File: src/hw/rtl/acdz_pkg.sv
// Shared types, constants and register map of the auto-centering dead zone corrector.
`default_nettype none

package acdz_pkg;

  // Number of samples averaged to find the wheel center (2 to 64).
  localparam int CenterSamples = 64;

  localparam int SampleW = 10;
  localparam int CountW  = 16;
  localparam int AccW    = 16;
  localparam int LeftW   = 7;
  localparam int CfgIdxW = 3;
  localparam int CfgW    = 16;

  // Exact floor division of the accumulator by CenterSamples through a
  // reciprocal: the shift covers the accumulator width plus log2 of the divisor.
  localparam int CenterShift  = AccW + $clog2(CenterSamples);
  localparam int CenterRecipW = 17;
  localparam int CenterProdW  = AccW + CenterRecipW;
  localparam logic [CenterRecipW-1:0] CenterRecip =
      CenterRecipW'(((1 << CenterShift) + CenterSamples - 1) / CenterSamples);
  localparam logic [LeftW-1:0] SamplesInit = LeftW'(CenterSamples);

  localparam logic [SampleW-1:0] Midpoint  = 10'd512;
  localparam logic [SampleW-1:0] LowLimit  = 10'd256;
  localparam logic [SampleW-1:0] HighLimit = 10'd768;
  localparam logic [SampleW-1:0] DutyMax   = 10'd1023;

  // Register indexes.
  localparam logic [CfgIdxW-1:0] RegSettleWait  = 3'd0;
  localparam logic [CfgIdxW-1:0] RegSettleWin   = 3'd1;
  localparam logic [CfgIdxW-1:0] RegDeadBand    = 3'd2;
  localparam logic [CfgIdxW-1:0] RegPushOffset  = 3'd3;
  localparam logic [CfgIdxW-1:0] RegGain        = 3'd4;
  localparam logic [CfgIdxW-1:0] RegStoredCorr  = 3'd5;

  // Phase codes as seen on the result word.
  localparam logic [1:0] PhaseInit = 2'd0;
  localparam logic [1:0] PhaseWait = 2'd1;
  localparam logic [1:0] PhaseCal  = 2'd2;
  localparam logic [1:0] PhaseWork = 2'd3;

  typedef enum logic [3:0] {
    PH_INIT = 4'b0001,
    PH_WAIT = 4'b0010,
    PH_CAL  = 4'b0100,
    PH_WORK = 4'b1000
  } phase_e;

  typedef struct packed {
    logic [15:0] settle_wait;
    logic [8:0]  settle_window;
    logic [7:0]  dead_band;
    logic [8:0]  push_offset;
    logic [4:0]  gain;
    logic        stored_corr;
  } cfg_t;

  typedef struct packed {
    logic       duty_en;
    logic       corr_on;
    logic       save;
    logic [1:0] phase;
  } seq_res_t;

endpackage

`default_nettype wire

File: src/hw/rtl/acdz_cfg_regs.sv
// Configuration register file of the dead zone corrector.
`default_nettype none

module acdz_cfg_regs (
  input  wire logic                          clk_i,
  input  wire logic                          rst_ni,
  input  wire logic                          cfg_we_i,
  input  wire logic [acdz_pkg::CfgIdxW-1:0]  cfg_idx_i,
  input  wire logic [acdz_pkg::CfgW-1:0]     cfg_wdata_i,
  output acdz_pkg::cfg_t                     cfg_o
);
  import acdz_pkg::*;

  cfg_t cfg_q, cfg_d;

  always_comb begin
    cfg_d = cfg_q;
    if (cfg_we_i) begin
      case (cfg_idx_i)
        RegSettleWait: cfg_d.settle_wait   = cfg_wdata_i;
        RegSettleWin:  cfg_d.settle_window = cfg_wdata_i[8:0];
        RegDeadBand:   cfg_d.dead_band     = cfg_wdata_i[7:0];
        RegPushOffset: cfg_d.push_offset   = cfg_wdata_i[8:0];
        RegGain:       cfg_d.gain          = cfg_wdata_i[4:0];
        RegStoredCorr: cfg_d.stored_corr   = cfg_wdata_i[0];
        default: ;
      endcase
    end
  end

  always_ff @(posedge clk_i or negedge rst_ni) begin
    if (!rst_ni) begin
      cfg_q.settle_wait   <= 16'd20000;
      cfg_q.settle_window <= 9'd128;
      cfg_q.dead_band     <= 8'd5;
      cfg_q.push_offset   <= 9'd60;
      cfg_q.gain          <= 5'd6;
      cfg_q.stored_corr   <= 1'b1;
    end else begin
      cfg_q <= cfg_d;
    end
  end

  assign cfg_o = cfg_q;

endmodule

`default_nettype wire

File: src/hw/rtl/acdz_seq.sv
// Mode sequencer: correction choice, settle wait, center averaging.
`default_nettype none

module acdz_seq (
  input  wire logic                          clk_i,
  input  wire logic                          rst_ni,
  input  wire logic                          step_i,
  input  wire logic [acdz_pkg::SampleW-1:0]  sample_i,
  input  wire acdz_pkg::cfg_t                cfg_i,
  output acdz_pkg::seq_res_t                 res_o,
  output logic [acdz_pkg::SampleW-1:0]       center_o,
  output logic                               flag_o
);
  import acdz_pkg::*;

  phase_e               phase_q, phase_d;
  logic                 flag_q, flag_d;
  logic [CountW-1:0]    cnt_q, cnt_d;
  logic [AccW-1:0]      acc_q, acc_d;
  logic [SampleW-1:0]   center_q, center_d;
  logic [LeftW-1:0]     left_q, left_d;

  logic [SampleW-1:0]     mid_dist;
  logic [CountW-1:0]      cnt_dec;
  logic [AccW-1:0]        acc_sum;
  logic [LeftW-1:0]       left_dec;
  logic [CenterProdW-1:0] center_prod;

  assign mid_dist    = (sample_i >= Midpoint) ? sample_i - Midpoint : Midpoint - sample_i;
  assign cnt_dec     = cnt_q - 16'd1;
  assign acc_sum     = acc_q + AccW'(sample_i);
  assign left_dec    = left_q - 7'd1;
  assign center_prod = CenterProdW'(acc_sum) * CenterProdW'(CenterRecip);

  always_comb begin
    phase_d     = phase_q;
    flag_d      = flag_q;
    cnt_d       = cnt_q;
    acc_d       = acc_q;
    center_d    = center_q;
    left_d      = left_q;
    res_o       = '0;
    case (phase_q)
      PH_INIT: begin
        phase_d   = PH_WAIT;
        res_o.save = 1'b1;
        if (sample_i < LowLimit) begin
          flag_d = 1'b1;
          cnt_d  = cfg_i.settle_wait;
        end else if (sample_i >= HighLimit) begin
          flag_d = 1'b0;
          cnt_d  = cfg_i.settle_wait;
        end else begin
          // Mid-range start keeps the stored flag and waits half as long.
          flag_d = cfg_i.stored_corr;
          cnt_d  = cfg_i.settle_wait >> 1;
        end
      end
      PH_WAIT: begin
        if (mid_dist > {1'b0, cfg_i.settle_window}) begin
          cnt_d = cfg_i.settle_wait;
        end else begin
          cnt_d = cnt_dec;
          if (cnt_dec == '0) begin
            acc_d   = '0;
            left_d  = SamplesInit;
            phase_d = PH_CAL;
          end
        end
      end
      PH_CAL: begin
        acc_d  = acc_sum;
        left_d = left_dec;
        if (left_dec == '0) begin
          center_d = center_prod[CenterShift +: SampleW];
          phase_d  = PH_WORK;
        end
      end
      PH_WORK: begin
        res_o.duty_en = 1'b1;
      end
      default: begin
        phase_d = PH_INIT;
      end
    endcase
    res_o.corr_on = flag_d;
    case (phase_d)
      PH_INIT: res_o.phase = PhaseInit;
      PH_WAIT: res_o.phase = PhaseWait;
      PH_CAL:  res_o.phase = PhaseCal;
      PH_WORK: res_o.phase = PhaseWork;
      default: res_o.phase = PhaseInit;
    endcase
  end

  always_ff @(posedge clk_i or negedge rst_ni) begin
    if (!rst_ni) begin
      phase_q  <= PH_INIT;
      flag_q   <= 1'b1;
      cnt_q    <= '0;
      acc_q    <= '0;
      center_q <= '0;
      left_q   <= SamplesInit;
    end else if (step_i) begin
      phase_q  <= phase_d;
      flag_q   <= flag_d;
      cnt_q    <= cnt_d;
      acc_q    <= acc_d;
      center_q <= center_d;
      left_q   <= left_d;
    end
  end

  assign center_o = center_q;
  assign flag_o   = flag_q;

endmodule

`default_nettype wire

File: src/hw/rtl/acdz_duty.sv
// Duty datapath: centering, dead band, gain, push offset and saturation.
`default_nettype none

module acdz_duty (
  input  wire logic [acdz_pkg::SampleW-1:0]  sample_i,
  input  wire logic [acdz_pkg::SampleW-1:0]  center_i,
  input  wire logic                          flag_i,
  input  wire acdz_pkg::cfg_t                cfg_i,
  output logic [acdz_pkg::SampleW-1:0]       duty_o
);
  import acdz_pkg::*;

  logic signed [SampleW:0] diff;
  logic                    neg;
  logic [SampleW-1:0]      mag;
  logic [SampleW-1:0]      banded;
  logic [14:0]             prod;
  logic [11:0]             scaled;
  logic [12:0]             pushed;
  logic [12:0]             r;

  // The work is done on the magnitude; the sign only picks the side of 512.
  assign diff   = $signed({1'b0, sample_i}) - $signed({1'b0, center_i});
  assign neg    = diff[SampleW];
  assign mag    = neg ? SampleW'(-diff) : diff[SampleW-1:0];
  assign banded = (mag > SampleW'(cfg_i.dead_band)) ? mag - SampleW'(cfg_i.dead_band) : '0;
  assign prod   = 15'(banded) * 15'(cfg_i.gain);
  assign scaled = prod[14:3];
  assign pushed = (scaled == '0) ? '0 : 13'(scaled) + 13'(cfg_i.push_offset);
  assign r      = flag_i ? pushed : 13'(mag);

  always_comb begin
    if (neg) begin
      duty_o = (r >= 13'(Midpoint)) ? '0 : Midpoint - r[SampleW-1:0];
    end else begin
      duty_o = (r >= 13'd511) ? DutyMax : Midpoint + r[SampleW-1:0];
    end
  end

endmodule

`default_nettype wire

File: src/hw/rtl/auto_centering_dead_zone_corrector.sv
// Top level of the auto-centering dead zone corrector.
//
//   Channel   Direction  Handshake                     Payload
//   input     in         in_valid_i / in_ready_o       position_sample_i
//   result    out        out_valid_o / out_ready_i     drive_duty_o, duty_valid_o,
//                                                      correction_on_o, save_setting_o,
//                                                      phase_o
//   config    in         cfg_we_i (no wait)            cfg_idx_i, cfg_wdata_i
//
// One word per cycle sustained while out_ready_i is high; an accepted word waits in the
// input register, then passes the mode logic and the single gain multiply into the result
// register once that is free. Reset restores register defaults and the init mode at once.
// A stalled result holds its register while one more word may wait in the input register.
`default_nettype none

module auto_centering_dead_zone_corrector (
  input  wire logic                          clk_i,
  input  wire logic                          rst_ni,
  input  wire logic                          in_valid_i,
  output logic                               in_ready_o,
  input  wire logic [acdz_pkg::SampleW-1:0]  position_sample_i,
  output logic                               out_valid_o,
  input  wire logic                          out_ready_i,
  output logic [acdz_pkg::SampleW-1:0]       drive_duty_o,
  output logic                               duty_valid_o,
  output logic                               correction_on_o,
  output logic                               save_setting_o,
  output logic [1:0]                         phase_o,
  input  wire logic                          cfg_we_i,
  input  wire logic [acdz_pkg::CfgIdxW-1:0]  cfg_idx_i,
  input  wire logic [acdz_pkg::CfgW-1:0]     cfg_wdata_i
);
  import acdz_pkg::*;

  cfg_t               cfg;
  seq_res_t           seq_res;
  logic [SampleW-1:0] center;
  logic               flag;
  logic [SampleW-1:0] duty;

  logic               s1_valid_q, s1_valid_d;
  logic [SampleW-1:0] s1_sample_q;
  logic               s1_adv;
  logic               out_valid_q, out_valid_d;
  logic [SampleW-1:0] duty_q;
  seq_res_t           res_q;

  assign s1_adv     = s1_valid_q && (!out_valid_q || out_ready_i);
  assign in_ready_o = !s1_valid_q || !out_valid_q || out_ready_i;

  assign s1_valid_d  = (in_valid_i && in_ready_o) ? 1'b1 : (s1_adv ? 1'b0 : s1_valid_q);
  assign out_valid_d = s1_adv ? 1'b1 : (out_ready_i ? 1'b0 : out_valid_q);

  acdz_cfg_regs u_cfg (
    .clk_i       (clk_i),
    .rst_ni      (rst_ni),
    .cfg_we_i    (cfg_we_i),
    .cfg_idx_i   (cfg_idx_i),
    .cfg_wdata_i (cfg_wdata_i),
    .cfg_o       (cfg)
  );

  acdz_seq u_seq (
    .clk_i    (clk_i),
    .rst_ni   (rst_ni),
    .step_i   (s1_adv),
    .sample_i (s1_sample_q),
    .cfg_i    (cfg),
    .res_o    (seq_res),
    .center_o (center),
    .flag_o   (flag)
  );

  acdz_duty u_duty (
    .sample_i (s1_sample_q),
    .center_i (center),
    .flag_i   (flag),
    .cfg_i    (cfg),
    .duty_o   (duty)
  );

  always_ff @(posedge clk_i or negedge rst_ni) begin
    if (!rst_ni) begin
      s1_valid_q  <= 1'b0;
      out_valid_q <= 1'b0;
    end else begin
      s1_valid_q  <= s1_valid_d;
      out_valid_q <= out_valid_d;
    end
  end

  always_ff @(posedge clk_i) begin
    if (in_valid_i && in_ready_o) begin
      s1_sample_q <= position_sample_i;
    end
    if (s1_adv) begin
      res_q  <= seq_res;
      duty_q <= seq_res.duty_en ? duty : '0;
    end
  end

  assign out_valid_o     = out_valid_q;
  assign drive_duty_o    = duty_q;
  assign duty_valid_o    = res_q.duty_en;
  assign correction_on_o = res_q.corr_on;
  assign save_setting_o  = res_q.save;
  assign phase_o         = res_q.phase;

`ifndef SYNTH
  // Outside the working mode the duty field is forced to zero.
  a_duty_zero: assert property (@(posedge clk_i) disable iff (!rst_ni)
    out_valid_o && !duty_valid_o |-> drive_duty_o == '0)
    else $error("duty nonzero outside working mode");

  // The init word always leaves the block in the waiting mode.
  a_save_wait: assert property (@(posedge clk_i) disable iff (!rst_ni)
    out_valid_o && save_setting_o |-> phase_o == PhaseWait && !duty_valid_o)
    else $error("save word not followed by waiting mode");

  // A duty is only issued in the working mode.
  a_duty_work: assert property (@(posedge clk_i) disable iff (!rst_ni)
    out_valid_o && duty_valid_o |-> phase_o == PhaseWork)
    else $error("duty issued outside working mode");

  // A word held in the input register is not dropped while the result stalls.
  a_s1_hold: assert property (@(posedge clk_i) disable iff (!rst_ni)
    s1_valid_q && !s1_adv |=> s1_valid_q && $stable(s1_sample_q))
    else $error("stalled input word lost");
`endif

endmodule

`default_nettype wire

File: config.mk
export PLATFORM = sky130hd
export DESIGN_NAME = auto_centering_dead_zone_corrector
export DESIGN_NICKNAME = d
export VERILOG_FILES = /design/src/hw/rtl/acdz_pkg.sv /design/src/hw/rtl/acdz_cfg_regs.sv /design/src/hw/rtl/acdz_seq.sv /design/src/hw/rtl/acdz_duty.sv /design/src/hw/rtl/auto_centering_dead_zone_corrector.sv
export SDC_FILE = /design/constraint.sdc
export NUM_CORES = 1
export LEC_CHECK = 0
export BUFFER_PORTS_ARGS = -buffer_cell sky130_fd_sc_hd__buf_2
export CAP_MARGIN = 20
export CORE_UTILIZATION = 50
export CTS_CLUSTER_SIZE = 16
export DETAILED_ROUTE_END_ITERATION = 7
export PLACE_DENSITY = 0.67
export SLEW_MARGIN = 15
export SYNTH_ARGS = -nofsm -noshare
export SYNTH_HDL_FRONTEND = slang
export SYNTH_SLANG_ARGS = --single-unit
File: constraint.sdc
create_clock -name clk_i -period 16.25 [get_ports clk_i]
set_clock_uncertainty 0.1 [all_clocks]
set_input_delay 1.625 -clock clk_i [delete_from_list [all_inputs] [get_ports clk_i]]
set_output_delay 1.625 -clock clk_i [all_outputs]
set_load 0.03 [all_outputs]
# Yosys cells after proc, flatten, opt, wreduce, memory -nomap -nowiden
# Index checks and enable logic that the tools add are counted.
[classes]
add_sub_neg = 11
multipliers = 1
n_lt_le_gt_ge = 7
eq_ne = 14
mux = 32
reduce_logical = 24
[ops]
columns = ["operator", "count"]
rows = [
  ["16-bit 2-to-1 mux", 5],
  ["16-bit case mux with 2 select lines", 2],
  ["10-bit 2-to-1 mux", 6],
  ["13-bit 2-to-1 mux", 2],
  ["10-bit greater-or-equal comparator (second input constant)", 2],
  ["10-bit subtractor (first input constant)", 2],
  ["16-bit by 10-bit adder with 16-bit output", 1],
  ["16-bit zero test", 1],
  ["4-bit case mux with 4 select lines", 1],
  ["16-bit by 1-bit subtractor with 16-bit output (second input constant)", 1],
  ["10-bit by 5-bit multiplier with 15-bit output", 1],
  ["7-bit 2-to-1 mux", 2],
  ["7-bit case mux with 2 select lines", 1],
  ["2-bit AND reduction", 7],
  ["12-bit by 9-bit adder with 13-bit output", 1],
  ["13-bit by 10-bit greater-or-equal comparator with 1-bit output (second input constant)", 1],
  ["13-bit by 9-bit greater-or-equal comparator with 1-bit output (second input constant)", 1],
  ["12-bit zero test", 1],
  ["4-bit 2-to-1 mux", 3],
  ["10-bit by 10-bit subtractor with 11-bit output", 1],
  ["10-bit adder (first input constant)", 1],
  ["10-bit by 8-bit greater-than comparator with 1-bit output", 1],
  ["10-bit by 9-bit greater-than comparator with 1-bit output", 1],
  ["10-bit by 9-bit < comparator with 1-bit output (second input constant)", 1],
  ["other kinds (23)", 43],
]
[totals]
register_bits = 129
in_bits = 34
out_inout_bits = 17
wordCells = 109

# Logic depth before layout (Yosys ltp)
[depth]
depth_word = 12
ltp_mapped = 45
mapped_depth_nobuf = 45

# By module
# Synthesis repeated with hierarchy kept, for this count alone.
[unflattened]
cells_unflattened = 1211
area_unflattened_um2 = 11128.2
[modules_own_cells]
columns = ["mod", "instances", "cells_per_inst", "area_per_inst_um2", "seq_area_each_um2"]
rows = [
  ["acdz_seq", 1, 534, 4528.1, 1355.0],
  ["acdz_duty", 1, 529, 3818.7, 0.0],
  ["acdz_cfg_regs", 1, 105, 1864.3, 1219.9],
  ["auto_centering_dead_zone_corrector", 1, 43, 917.1, 800.8],
]

# Least setup slack after synthesis
# No wires, ideal clock.
[synth_timing]
path_type = "register to register"
start = "reg s1_sample_q[0]"
end = "reg duty_q[8] (netlist: drive_duty_o[8]) (data pin)"
arrival_ns = 9.268
required_ns = 15.884
slack_ns = 6.616
stages_incl_launch_ff = 42
path_buffers = 1
synth_period_minus_slack_ns = 9.634
cell_sequence = "edfxtp_1 > inv_1 > ha_1 > fa_1 > nand2b_1 > a21boi_1 > o21ai_0 > a21oi_1 > nor2_1 > xor2_1 > inv_1 > ha_1 > nand2b_1 > a211oi_1 > o31ai_1 > nand3_2 > clkbuf_1 > and3_1 > [... 6 more ...] > a21o_1 > a21o_1 > a2111oi_0 > nor2_1 > xnor2_1 > nand3b_1 > nor2b_1 > o21ai_0 > a31oi_4 > and3_1 > o22ai_1 > inv_1 > ha_1 > inv_1 > nor4_1 > a2111oi_0 > a21oi_1 > o22ai_1"
[synth_via]
elab_chain_cells = 12
word_cells_on_any_way = 18
cone_classes = "6 x add/sub; 1 x mul; 3 x order compare; 7 x mux; 1 x reduce/logical"
[synth_rtl]
columns = ["item", "line_no", "source"]
rows = [
  ["from (decl)", "auto_centering_dead_zone_corrector.sv:42", "logic [SampleW-1:0] s1_sample_q;"],
  ["from (signal assigned)", "auto_centering_dead_zone_corrector.sv:94", "s1_sample_q <= position_sample_i;"],
  ["10-bit by 10-bit subtractor with 11-bit output *", "acdz_duty.sv:23", "assign diff = $signed({1'b0, sample_i}) - $signed({1'b0, center_i});"],
  ["10-bit negation", "acdz_duty.sv:25", "assign mag = neg ? SampleW'(-diff) : diff[SampleW-1:0];"],
  ["10-bit 2-to-1 mux", "acdz_duty.sv:25", ""],
  ["10-bit by 8-bit subtractor with 10-bit output / 10-bit by 8-bit greater-than comparator with 1-bit output (equally long branches)", "acdz_duty.sv:26", "assign banded = (mag > SampleW'(cfg_i.dead_band)) ? mag - SampleW'(cfg_i.dead_band) : '0;"],
  ["10-bit 2-to-1 mux", "acdz_duty.sv:26", ""],
  ["10-bit by 5-bit multiplier with 15-bit output", "acdz_duty.sv:27", "assign prod = 15'(banded) * 15'(cfg_i.gain);"],
  ["12-bit by 9-bit adder with 13-bit output / 12-bit zero test (equally long branches)", "acdz_duty.sv:29", "assign pushed = (scaled == '0) ? '0 : 13'(scaled) + 13'(cfg_i.push_offset);"],
  ["13-bit 2-to-1 mux", "acdz_duty.sv:29", ""],
  ["13-bit 2-to-1 mux", "acdz_duty.sv:30", "assign r = flag_i ? pushed : 13'(mag);"],
  ["13-bit by 9-bit greater-or-equal comparator with 1-bit output, or another cell as far along", "acdz_duty.sv:36", "duty_o = (r >= 13'd511) ? DutyMax : Midpoint + r[SampleW-1:0];"],
  ["10-bit 2-to-1 mux, on equally long branches", "acdz_duty.sv:36, acdz_duty.sv:34", ""],
  ["10-bit 2-to-1 mux *", "acdz_duty.sv:33", "if (neg) begin"],
  ["to (signal assigned)", "auto_centering_dead_zone_corrector.sv:98", "duty_q <= seq_res.duty_en ? duty : '0;"],
  ["to (decl)", "auto_centering_dead_zone_corrector.sv:45", "logic [SampleW-1:0] duty_q;"],
]
# Mark *: on every way between the ends. The rest lies on a longest branch, timed or not.
# A chain may end at the register's enable or synchronous reset.

# Final worst setup path
# Same ends and word-level chain as after synthesis.

==> reports/metrics.cfg <==
[status]
outcome=complete, no violations

[detailed_routing]
dr.pass1.iters=5
wl_per_cell_um=17.4
postRouteAntennaNets=0
wl_mm=26.2
vias=8765
drt-initial-drc-count=637
vias_per_cell=5.83
route.detailed.drc=0

[layout]
antenna_cells=0
drive_gt1_share_pct=14.5
nets=1359
num-fill-cells=1875
fin_area_mm2=0.0116
area_delta_synth_final_pct=10.4

[synth]
yosysMostFrequentCell=nand2_1
synthesis.area_mm2=0.0105
synth_compound_area_share_pct=19.6
synth.distinct_cells=85
synth_top_area_cell=dfrtp_1
synth_seq_cells=129
yosysTopAreaCellShare_pct=20.5
synth_enable_flop_cells=25
synth_mux_area_share_pct=4.93
synth-xor-area-share_pct=5.89
yosysSeqAreaShare_pct=32.1
syn_area_per_cell_um2=8.92
syn_nets=1317
ys_top_cells_by_count=101 x nand2_1, 98 x inv_1, 93 x nor2_1, 93 x o21ai_0, 86 x dfrtp_1
yosys.area_share.simple_pct=18.1
netlist_top_cells_area=dfrtp_1 20%, ha_1 9.0%, edfxtp_1 7.1%
synth_warnings=0
synthAdderAreaFrac_pct=14.5
synthArstFlopShare_pct=80.6
syn_inst=1179
synth-main-ff-cell=dfrtp_1
synth_top_family_by_area=compound AO/OA/AOI/OAI gates

[timing]
hold_viol=0
layout_min_cycle_time_ps=11700
worst_pin_slew_ps=1010
maxSlewHeadroom_pct=32.1
slew_violations=0
setup_viol_count_final=0
rsz0062_at_grt=no
fin_tns_setup_ps=0
max_freq_mhz=85.4
period_share_pct=72.0

[setup_path]
cpPeakStageDelay_ps=820
crit_type=flip-flop to flip-flop
end_kind=flip-flop
ff2ff_path_depth=41
critPathMaxFanout=28
worstPathArrival_ps=11760
startpoint_type=flip-flop
cp.required_ps=16310
cp_slowest_cell=o31ai_1
cp_common_cell=inv_1

[worst_hold_path]
hold_depth=2
hp-class=flip-flop to flip-flop

[clocking]
cts_resized=0
cts_root_buffer=clkbuf_16
clockBufferDepth=2
cts-htree-levels=4
post_cts_buffers=0
clk_transition_reported_paths_ps=60
cts_tree=yes
clock_latency_ps=420
holdBufCountCts=0
numCtsBuffers=17
cts_sinks=129

[die]
io_pins=51
num_rows=52
die_h_um=147
die_area_mm2=0.0216
start_util_pct=51.5
die_w_um=147
coreArea_mm2=0.0204

[global_route]
antenna_found_initial=0
grt_overflow=0
grt_pass1_wl_mm=43.4
grt_util_all_layers_pct=25.2
grt_pass1_vias=8418
grt_max_degree=66

[place]
dp_hpwl_mm=20.0
placed_area_mm2=0.0111
place_congestion=0.984
port_buffers=50

[run]
drv_cap=0

[final timing paths]
path	end	slack, ps	start
max	drive_duty_o[8]$_SDFFCE_PN0P_	4550	s1_sample_q[0]$_DFFE_PP_
min	u_seq.center_o[6]$_DFFE_PN0P_	380	u_seq.center_o[6]$_DFFE_PN0P_
max reg2reg	drive_duty_o[8]$_SDFFCE_PN0P_	4550	s1_sample_q[0]$_DFFE_PP_
min reg2reg	u_seq.center_o[6]$_DFFE_PN0P_	380	u_seq.center_o[6]$_DFFE_PN0P_
max in group asynchronous	u_seq.acc_q[2]$_DFFE_PN0P_	13700	rst_ni
min in group asynchronous	u_cfg.cfg_o[13]$_DFFE_PN0P_	1090	rst_ni
[layout by cell type (no fill, tap or decap), drive strengths merged, types with 20 or more instances in the layout]
| master | n |
|---|---|
| a21o | 23 |
| dfrtp | 86 |
| xor2 | 29 |
| nand2 | 101 |
| a21oi | 66 |
| ha | 76 |
| and3 | 25 |
| fa | 28 |
| mux2 | 38 |
| buf | 60 |
| nand3 | 37 |
| clkbuf | 20 |
| xnor2 | 40 |
| inv | 104 |
| nand2b | 20 |
| edfxtp | 25 |
| nor3 | 29 |
| o21ai | 98 |
| nor2 | 95 |
[stage by stage]
stage	util, %	hold slack, ps	setup WS [ps]	std cells
2_1_floorplan	-	349	6620	1179
3_3_place_gp	54.1	365	5090	1472
3_5_place_dp	54.1	373	4830	1472
4_1_cts	56.8	386	4850	1504
5_1_grt	56.8	400	3840	1504
6_report	56.8	379	4550	1504
[layout make-up]
class	count	area, um2	area share (%)
tap	270	338	2.91
multi-input combinational	915	6640	57.2
timing repair buffer	60	328	2.82
inverter	98	368	3.17
clock buffer	20	458	3.95
sequential	129	3380	29.1
clock inverter	12	96.3	0.830
[registers in the layout, indices dropped and copies added (netlist names)]
register	count
u_seq.acc_q	16
u_seq.phase_q	4
u_seq.left_q	7
correction_on_o	1
u_seq.flag_o	1
drive_duty_o	10
s1_sample_q	10
save_setting_o	1
u_seq.cnt_q	16
s1_valid_q	1
u_seq.center_o	10
duty_valid_o	1
phase_o	2
u_cfg.cfg_o	48
out_valid_o	1
[layer usage]
layer,vias up,GRT usage (%),wire length (um)
met5,-,0,0
met4,0,9.33,649
met3,36,3.20,1150
met2,239,40.5,12100
met1,4189,34.9,12300
li1,4301,-,-
[critical path, delay by kind of cell, from the launching register on]
kind	cells	cell delay (ps)
AO/OA/AOI/OAI	15	3810
adder cells (fa/ha/maj)	8	3150
AND/OR/NAND/NOR	10	2650
buffers and inverters	6	660
XOR/XNOR	2	660
flip-flops	1	400
[cells by family after synthesis]
| logic type | count (synthesis) |
|---|---|
| flip-flops | 129 |
| adder cells (fa/ha/maj) | 105 |
| buffers and inverters | 135 |
| AND/OR/NAND/NOR | 383 |
| XOR/XNOR | 69 |
| AO/OA/AOI/OAI | 311 |
| multiplexers | 47 |
Power is not shown: default switching activity piles up to over one toggle a cycle in this logic, so the estimate is an artifact.
